==> src/hw/rtl/isa_pkg.sv <==
// ----------------------------------------------------------------------------
// isa_pkg
// Shared types, codes and defaults of the image slot allocator.
// ----------------------------------------------------------------------------
package isa_pkg;

	localparam int SLOTS_DEF           = 16;
	localparam int BLOCKS_PER_SLOT_DEF = 8;
	localparam int FIRST_BLOCK_DEF     = 8;

	// field widths
	localparam int ACTION_W = 2;
	localparam int KIND_W   = 8;
	localparam int RANK_W   = 4;
	localparam int STATUS_W = 2;
	localparam int BLOCK_W  = 8;
	localparam int NAME_W   = 32;
	localparam int COUNT_W  = 5;

	// stream payload widths, rounded up to whole bytes
	localparam int IN_W  = 16;
	localparam int OUT_W = 56;

	// action codes
	localparam logic [ACTION_W-1:0] ACT_SAVE   = 2'd0;
	localparam logic [ACTION_W-1:0] ACT_DELETE = 2'd1;
	localparam logic [ACTION_W-1:0] ACT_LOOKUP = 2'd2;
	localparam logic [ACTION_W-1:0] ACT_NONE   = 2'd3;

	// status codes
	localparam logic [STATUS_W-1:0] ST_OK      = 2'd0;
	localparam logic [STATUS_W-1:0] ST_NO_FREE = 2'd1;
	localparam logic [STATUS_W-1:0] ST_NO_RANK = 2'd2;
	localparam logic [STATUS_W-1:0] ST_UNUSED  = 2'd3;

	typedef struct packed {
		logic [STATUS_W-1:0] status;
		logic [BLOCK_W-1:0]  block_number;
		logic [NAME_W-1:0]   image_name;
		logic [KIND_W-1:0]   kind_out;
		logic [COUNT_W-1:0]  image_count;
	} isa_result_t;

endpackage

==> src/hw/rtl/image_slot_allocator_core.sv <==
// ----------------------------------------------------------------------------
// image_slot_allocator_core
// Free-slot FIFO, newest-first rank list and per-slot name/kind store, each
// held in a one-port-read RAM and updated by a read-modify-write sequencer.
// ----------------------------------------------------------------------------
// channel  direction  payload (lowest bit up)
// s_*      in         action[1:0] image_kind[9:2] rank[13:10]
// m_*      out        status[1:0] block_number[9:2] image_name[41:10]
//                     kind_out[49:42] image_count[54:50]
//
// Lookup: S_DL_A, S_DL_B, result register. Delete: also S_DSH, which moves each
// older entry up a rank. Save: S_SV_A, S_SV_B, S_SH moving each stored entry
// down a rank, S_SVF writing the new one. Rejected items go straight to S_OUT.
// The rank list shifts one entry per cycle through its single read port.
// Reset needs no clearing pass: the free FIFO has one valid bit per entry.
// A new item is taken while the previous result waits in the output register.
// ----------------------------------------------------------------------------
module image_slot_allocator_core #(
	parameter int SLOTS           = isa_pkg::SLOTS_DEF,
	parameter int BLOCKS_PER_SLOT = isa_pkg::BLOCKS_PER_SLOT_DEF,
	parameter int FIRST_BLOCK     = isa_pkg::FIRST_BLOCK_DEF
) (
	input  logic                     clk,
	input  logic                     arst_n,
	input  logic                     s_tvalid,
	output logic                     s_tready,
	input  logic [isa_pkg::IN_W-1:0] s_tdata,   // action, image_kind, rank
	output logic                     m_tvalid,
	input  logic                     m_tready,
	output logic [isa_pkg::OUT_W-1:0] m_tdata   // status, block_number, image_name,
	                                            // kind_out, image_count
);
	import isa_pkg::*;

	localparam int SW = $clog2(SLOTS);
	localparam int CW = $clog2(SLOTS + 1);
	localparam int SD = NAME_W + KIND_W;

	typedef enum logic [8:0] {
		S_IDLE = 9'b000000001,
		S_SV_A = 9'b000000010,
		S_SV_B = 9'b000000100,
		S_SH   = 9'b000001000,
		S_SVF  = 9'b000010000,
		S_DL_A = 9'b000100000,
		S_DL_B = 9'b001000000,
		S_DSH  = 9'b010000000,
		S_OUT  = 9'b100000000
	} state_t;

	state_t state_q;

	logic [ACTION_W-1:0] in_action;
	logic [KIND_W-1:0]   in_kind;
	logic [RANK_W-1:0]   in_rank;

	logic [ACTION_W-1:0] act_q;
	logic [KIND_W-1:0]   kind_q;
	logic [NAME_W-1:0]   name_q;
	logic [SW-1:0]       slot_q;
	logic [SW-1:0]       p_q;
	logic [SW-1:0]       free_head_q;
	logic [SW-1:0]       free_tail_q;
	logic [CW-1:0]       free_count_q;
	logic [CW-1:0]       stored_q;
	logic [SLOTS-1:0]    free_vld_q;
	isa_result_t         res_q;
	logic                m_tvalid_q;
	logic [OUT_W-1:0]    m_tdata_q;

	// RAM ports
	logic          free_we;
	logic [SW-1:0] free_rdata;
	logic          rank_we;
	logic [SW-1:0] rank_waddr, rank_wdata, rank_raddr, rank_rdata;
	logic          store_we;
	logic [SD-1:0] store_wdata, store_rdata;

	logic          accept;
	logic [15:0]   blk_full;
	logic [SW-1:0] head_next, tail_next;

	assign in_action = s_tdata[1:0];
	assign in_kind   = s_tdata[9:2];
	assign in_rank   = s_tdata[13:10];

	assign s_tready = (state_q == S_IDLE);
	assign accept   = s_tvalid && s_tready;
	assign m_tvalid = m_tvalid_q;
	assign m_tdata  = m_tdata_q;

	assign blk_full  = 16'(FIRST_BLOCK) + 16'(slot_q) * 16'(BLOCKS_PER_SLOT);
	assign head_next = (free_head_q == SW'(SLOTS - 1)) ? '0 : free_head_q + SW'(1);
	assign tail_next = (free_tail_q == SW'(SLOTS - 1)) ? '0 : free_tail_q + SW'(1);

	isa_ram #(.WIDTH(SW), .DEPTH(SLOTS)) u_free_ram (
		.clk   (clk),
		.we    (free_we),
		.waddr (free_tail_q),
		.wdata (slot_q),
		.raddr (free_head_q),
		.rdata (free_rdata)
	);

	isa_ram #(.WIDTH(SW), .DEPTH(SLOTS)) u_rank_ram (
		.clk   (clk),
		.we    (rank_we),
		.waddr (rank_waddr),
		.wdata (rank_wdata),
		.raddr (rank_raddr),
		.rdata (rank_rdata)
	);

	isa_ram #(.WIDTH(SD), .DEPTH(SLOTS)) u_store_ram (
		.clk   (clk),
		.we    (store_we),
		.waddr (slot_q),
		.wdata (store_wdata),
		.raddr (rank_rdata),
		.rdata (store_rdata)
	);

	always_comb begin
		free_we     = 1'b0;
		rank_we     = 1'b0;
		rank_waddr  = p_q;
		rank_wdata  = rank_rdata;
		store_we    = 1'b0;
		store_wdata = '0;
		unique case (state_q)
			S_IDLE: rank_raddr = (in_action == ACT_SAVE) ? '0 : SW'(in_rank);
			S_SV_B: rank_raddr = p_q - SW'(1);
			S_SH: begin
				rank_raddr = p_q - SW'(2);
				rank_we    = 1'b1;
			end
			S_SVF: begin
				rank_raddr  = '0;
				rank_we     = 1'b1;
				rank_waddr  = '0;
				rank_wdata  = slot_q;
				store_we    = 1'b1;
				store_wdata = {name_q, kind_q};
			end
			S_DL_B: begin
				rank_raddr = p_q + SW'(1);
				if (act_q == ACT_DELETE) begin
					free_we  = 1'b1;
					store_we = 1'b1;
				end
			end
			S_DSH: begin
				rank_raddr = p_q + SW'(2);
				rank_we    = 1'b1;
			end
			default: rank_raddr = '0;
		endcase
	end

	always_ff @(posedge clk or negedge arst_n) begin
		if (!arst_n) begin
			state_q      <= S_IDLE;
			free_head_q  <= '0;
			free_tail_q  <= '0;
			free_count_q <= CW'(SLOTS);
			stored_q     <= '0;
			free_vld_q   <= '0;
			m_tvalid_q   <= 1'b0;
		end else begin
			if (m_tvalid_q && m_tready && state_q != S_OUT) begin
				m_tvalid_q <= 1'b0;
			end
			unique case (state_q)
				S_IDLE: begin
					if (accept) begin
						if (in_action == ACT_SAVE && free_count_q != '0 &&
						    stored_q < CW'(SLOTS)) begin
							state_q <= S_SV_A;
						end else if (in_action != ACT_SAVE && in_action != ACT_NONE &&
						             8'(in_rank) < 8'(stored_q)) begin
							state_q <= S_DL_A;
						end else begin
							state_q <= S_OUT;
						end
					end
				end
				S_SV_A: begin
					free_head_q  <= head_next;
					free_count_q <= free_count_q - CW'(1);
					state_q      <= S_SV_B;
				end
				S_SV_B: state_q <= (stored_q == '0) ? S_SVF : S_SH;
				S_SH: begin
					if (p_q == SW'(1)) begin
						state_q <= S_SVF;
					end
				end
				S_SVF: begin
					stored_q <= stored_q + CW'(1);
					state_q  <= S_OUT;
				end
				S_DL_A: state_q <= S_DL_B;
				S_DL_B: begin
					if (act_q == ACT_DELETE) begin
						free_vld_q[free_tail_q] <= 1'b1;
						free_tail_q  <= tail_next;
						free_count_q <= free_count_q + CW'(1);
						if ((CW+1)'(p_q) + (CW+1)'(1) < (CW+1)'(stored_q)) begin
							state_q <= S_DSH;
						end else begin
							stored_q <= stored_q - CW'(1);
							state_q  <= S_OUT;
						end
					end else begin
						state_q <= S_OUT;
					end
				end
				S_DSH: begin
					if ((CW+1)'(p_q) + (CW+1)'(2) >= (CW+1)'(stored_q)) begin
						stored_q <= stored_q - CW'(1);
						state_q  <= S_OUT;
					end
				end
				S_OUT: begin
					// hold the result until the output register is free
					if (!m_tvalid_q || m_tready) begin
						m_tvalid_q <= 1'b1;
						state_q    <= S_IDLE;
					end
				end
				default: state_q <= S_IDLE;
			endcase
		end
	end

	// payload registers
	always_ff @(posedge clk) begin
		unique case (state_q)
			S_IDLE: begin
				act_q  <= in_action;
				kind_q <= in_kind;
				p_q    <= SW'(in_rank);
				res_q  <= '{status: (in_action == ACT_SAVE) ? ST_NO_FREE : ST_NO_RANK,
				           block_number: '0, image_name: '0, kind_out: '0,
				           image_count: COUNT_W'(stored_q)};
			end
			S_SV_A: begin
				slot_q <= free_vld_q[free_head_q] ? free_rdata : free_head_q;
				p_q    <= SW'(stored_q);
			end
			S_SV_B: name_q <= (stored_q == '0) ? NAME_W'(1)
			                                  : store_rdata[SD-1:KIND_W] + NAME_W'(1);
			S_SH: p_q <= p_q - SW'(1);
			S_SVF: res_q <= '{status: ST_OK, block_number: blk_full[BLOCK_W-1:0],
			                  image_name: name_q, kind_out: kind_q,
			                  image_count: COUNT_W'(stored_q + CW'(1))};
			S_DL_A: slot_q <= rank_rdata;
			S_DL_B: res_q <= '{status: ST_OK, block_number: blk_full[BLOCK_W-1:0],
			                   image_name: store_rdata[SD-1:KIND_W],
			                   kind_out: store_rdata[KIND_W-1:0],
			                   image_count: (act_q == ACT_DELETE)
			                                ? COUNT_W'(stored_q - CW'(1))
			                                : COUNT_W'(stored_q)};
			S_DSH: p_q <= p_q + SW'(1);
			S_OUT: begin
				if (!m_tvalid_q || m_tready) begin
					m_tdata_q <= {1'b0, res_q.image_count, res_q.kind_out, res_q.image_name,
					              res_q.block_number, res_q.status};
				end
			end
			default: ;
		endcase
	end

endmodule

==> src/hw/rtl/isa_ram.sv <==
// ----------------------------------------------------------------------------
// isa_ram
// Generic simple dual-port RAM: one write port, one read port, registered read.
// ----------------------------------------------------------------------------
module isa_ram #(
	parameter int WIDTH = 8,
	parameter int DEPTH = 16
) (
	input  logic                     clk,
	input  logic                     we,
	input  logic [$clog2(DEPTH)-1:0] waddr,
	input  logic [WIDTH-1:0]         wdata,
	input  logic [$clog2(DEPTH)-1:0] raddr,
	output logic [WIDTH-1:0]         rdata
);

	logic [WIDTH-1:0] mem_q [DEPTH];

	always_ff @(posedge clk) begin
		if (we) begin
			mem_q[waddr] <= wdata;
		end
		rdata <= mem_q[raddr];
	end

endmodule

==> config.mk <==
export PLATFORM = sky130hd
export DESIGN_NAME = image_slot_allocator_core
export DESIGN_NICKNAME = d
export VERILOG_FILES = /design/src/hw/rtl/isa_pkg.sv /design/src/hw/rtl/image_slot_allocator_core.sv /design/src/hw/rtl/isa_ram.sv
export SDC_FILE = /design/constraint.sdc
export NUM_CORES = 1
export LEC_CHECK = 0
export ABC_CLOCK_PERIOD_IN_PS = 12000
export BUFFER_PORTS_ARGS = -buffer_cell sky130_fd_sc_hd__buf_4
export CAP_MARGIN = 20
export CORE_MARGIN = 4
export CORE_UTILIZATION = 50
export DETAILED_ROUTE_END_ITERATION = 10
export PLACE_DENSITY_LB_ADDON = 0.25
export SYNTH_ARGS = -nofsm -noshare
export SYNTH_HDL_FRONTEND = slang
export SYNTH_SLANG_ARGS = --single-unit
==> constraint.sdc <==
create_clock -name clk -period 12 [get_ports clk]
set_clock_uncertainty 0.2 [all_clocks]
set_input_delay 1.8 -clock clk [delete_from_list [all_inputs] [get_ports clk]]
set_output_delay 1.8 -clock clk [all_outputs]
set_load 0.05 [all_outputs]
==> results.cfg <==
[synth]
synthTopCellsByArea = edfxtp_1, mux4_2, dfrtp_1
syn_area_per_cell_um2 = 20.0
synth_area_mm2 = 0.0396
ys_seq_elements = 1014
ys_types = 76
ys.flop_type = edfxtp_1
synth_cells = 1982
async_flop_share = 0.0434
synth_warnings = 0
synth_edf_count = 922
synth_top_area_share = 0.699
ys_seq_area_frac = 0.751
synth_top_cell_by_area = edfxtp_1

[layout]
instances_no_fill = 3234
final_cell_mix = edfxtp_1, mux4_2, clkbuf_16, buf_4, nor2_1
final_nets = 2162
final_common_cell = edfxtp_1
diodes = 0
postLayoutCoreUtil = 0.578
fill_cells = 5677
area_growth_pct = 13.8
drive_gt1_frac = 0.258

[timing]
tightest_slew_ns = 1.08
slew_headroom = 0.274
slew_violations = 0
tns_ns = 0
period_share = 0.445
finalCriticalPeriod_ns = 5.34
hold_viol = 0
setup_violations = 0
max_freq_ghz = 0.187
rsz0062_at_grt = false

[setup_path]
cp_max_fo = 16
crit_arrival_ns = 3.34
endpoint_kind = output port
start_kind = flop
cp_cell_sequence = or3_1 > or3_1 > inv_1 > buf_4
critPathTopFamily = buffers and inverters
crit_top_cell = or3_1
reg2reg_slack_ns = 7.77
cp_slowest_cell = inv_1
slowest_delay_ns = 0.76
cp.required_ns = 10.00
crit_buf_inv = 2
crit_type = flop to output port

[placed_design]
placed_cells = 3040
post-dp-hpwl_mm = 43.3
port_buffers = 71
gp_congestion = 0.822

[detailed_routing]
drtPass1Iterations = 5
first_iter_violations = 1890
avgViaCountPerCell = 5.96
vias = 19300
route.detailed.wl_per_inst_um = 26.4
ant_nets = 0
drt-total-wl_mm = 85.5
drc = 0

[pwr]
p_leak_nw = 13.7
power_density_mw_per_mm2 = 204
vdd_ir_drop_max_mv = 0.125

[clock_tree]
cts_tree = done
postCtsSetupBuffers = 0
htree_levels = 3
cts_hold_buf = 0
clock_latency_ns = 0.66
clock-sinks = 1014
clkTransAtPathRegs_ns = 0.06
cts_resized = 0
cts_buffers = 101
root_buffer = clkbuf_16
clockBufferDepth = 3

[global_route]
first_global_vias = 19600
grt_max_degree = 59
antenna_found_initial = 1
grt.overflow.total = 0
grt_pass1_wl_mm = 127
grtUsageTotal = 0.207

[floorplan]
die_x_um = 289
die_area_mm2 = 0.0838
die_y_um = 289
io_pins = 78
core_mm2 = 0.0780
start_util = 0.508
row_count = 102

[run]
cap_violations = 0

[status]
outcome = complete, no violations

[min_path]
hold_path_class = flop to flop
==> metrics by stage <==
step	instance area (um^2)	power, mW	setup slack [ns]	hold slack [ns]
floorplan	39600	5.46	6.99	0.200
global placement	41400	5.93	7.35	0.203
detailed placement	41500	5.96	7.30	0.205
CTS	45000	9.29	6.57	0.209
global route	45100	9.59	6.47	0.223
finish	45100	9.22	6.66	0.213
==> final timing paths <==
path                       startpoint                  endpoint  cells after the start
min                         res_q[42]               m_tdata[39]                      0
max                        state_q[6]                  s_tready                      4
min reg2reg                 res_q[42]               m_tdata[39]                      0
min in group asynchronous      arst_n             free_vld_q[0]                      1
max reg2reg                state_q[2]  u_store_ram.mem_q[2][19]                      7
max in group asynchronous      arst_n               stored_q[4]                      1
==> metal layers <==
layer,share of wire,track usage,routed length [um],vias up
li1,-,-,-,8246
met2,0.49,0.334,41700,682
met4,0.021,0.0509,1830,0
met5,0,0,0,-
met3,0.066,0.0341,5660,145
met1,0.42,0.301,36300,10200
==> where the power goes <==
part | switching [mW] | total [mW] | internal [mW]
Sequential | 0.215 | 4.34 | 4.13
Combinational | 0.942 | 1.54 | 0.597
Clock | 1.33 | 3.34 | 2.01
Total | 2.48 | 9.22 | 6.73
==> final cells by class <==
type | instances | area, um^2 | share of cell area
sequential | 1014 | 29800 | 0.660
timing repair buffer | 107 | 851 | 0.0189
clock buffer | 132 | 2790 | 0.0618
clock inverter | 60 | 790 | 0.0175
tap | 1040 | 1300 | 0.0289
multi-input combinational | 853 | 9500 | 0.211
inverter | 28 | 105 | 0.00233
==> cell usage after synthesis (16+ instances only) <==
| cell type | count |
|---|---|
| or2_2 | 20 |
| a21o_1 | 48 |
| xnor2_1 | 26 |
| clkbuf_1 | 59 |
| nand3_1 | 20 |
| mux2_2 | 16 |
| dfrtp_1 | 42 |
| edfxtp_1 | 922 |
| xor2_1 | 25 |
| mux4_2 | 224 |
| nor2_1 | 87 |
| nand2_1 | 69 |
| nor3_1 | 24 |
| dfxtp_1 | 48 |
| ha_1 | 35 |
| o21ai_0 | 28 |
| mux2i_1 | 26 |
| inv_1 | 26 |
| and2_1 | 43 |
==> registers in the layout, indices dropped and copies added (netlist names) <==
signal,cells
kind_q,8
state_q,9
name_q,32
m_tvalid,1
u_rank_ram.rdata,4
u_store_ram.rdata,40
slot_q,4
res_q,52
act_q,2
free_count_q,5
free_head_q,4
u_store_ram.mem_q,640
free_vld_q,16
u_rank_ram.mem_q,64
p_q,4
stored_q,5
m_tdata,52
free_tail_q,4
u_free_ram.rdata,4
u_free_ram.mem_q,64
==> cell families after synthesis <==
logic type               share of synthesized area
adder cells (fa/ha/maj)                     0.0121
XOR/XNOR                                    0.0113
buffers and inverters                       0.0130
other                                    0.0000947
AND/OR/NAND/NOR                             0.0460
AO/OA/AOI/OAI                               0.0267
multiplexers                                 0.140
flip-flops                                   0.751
Power figures use the tool's default switching activity.
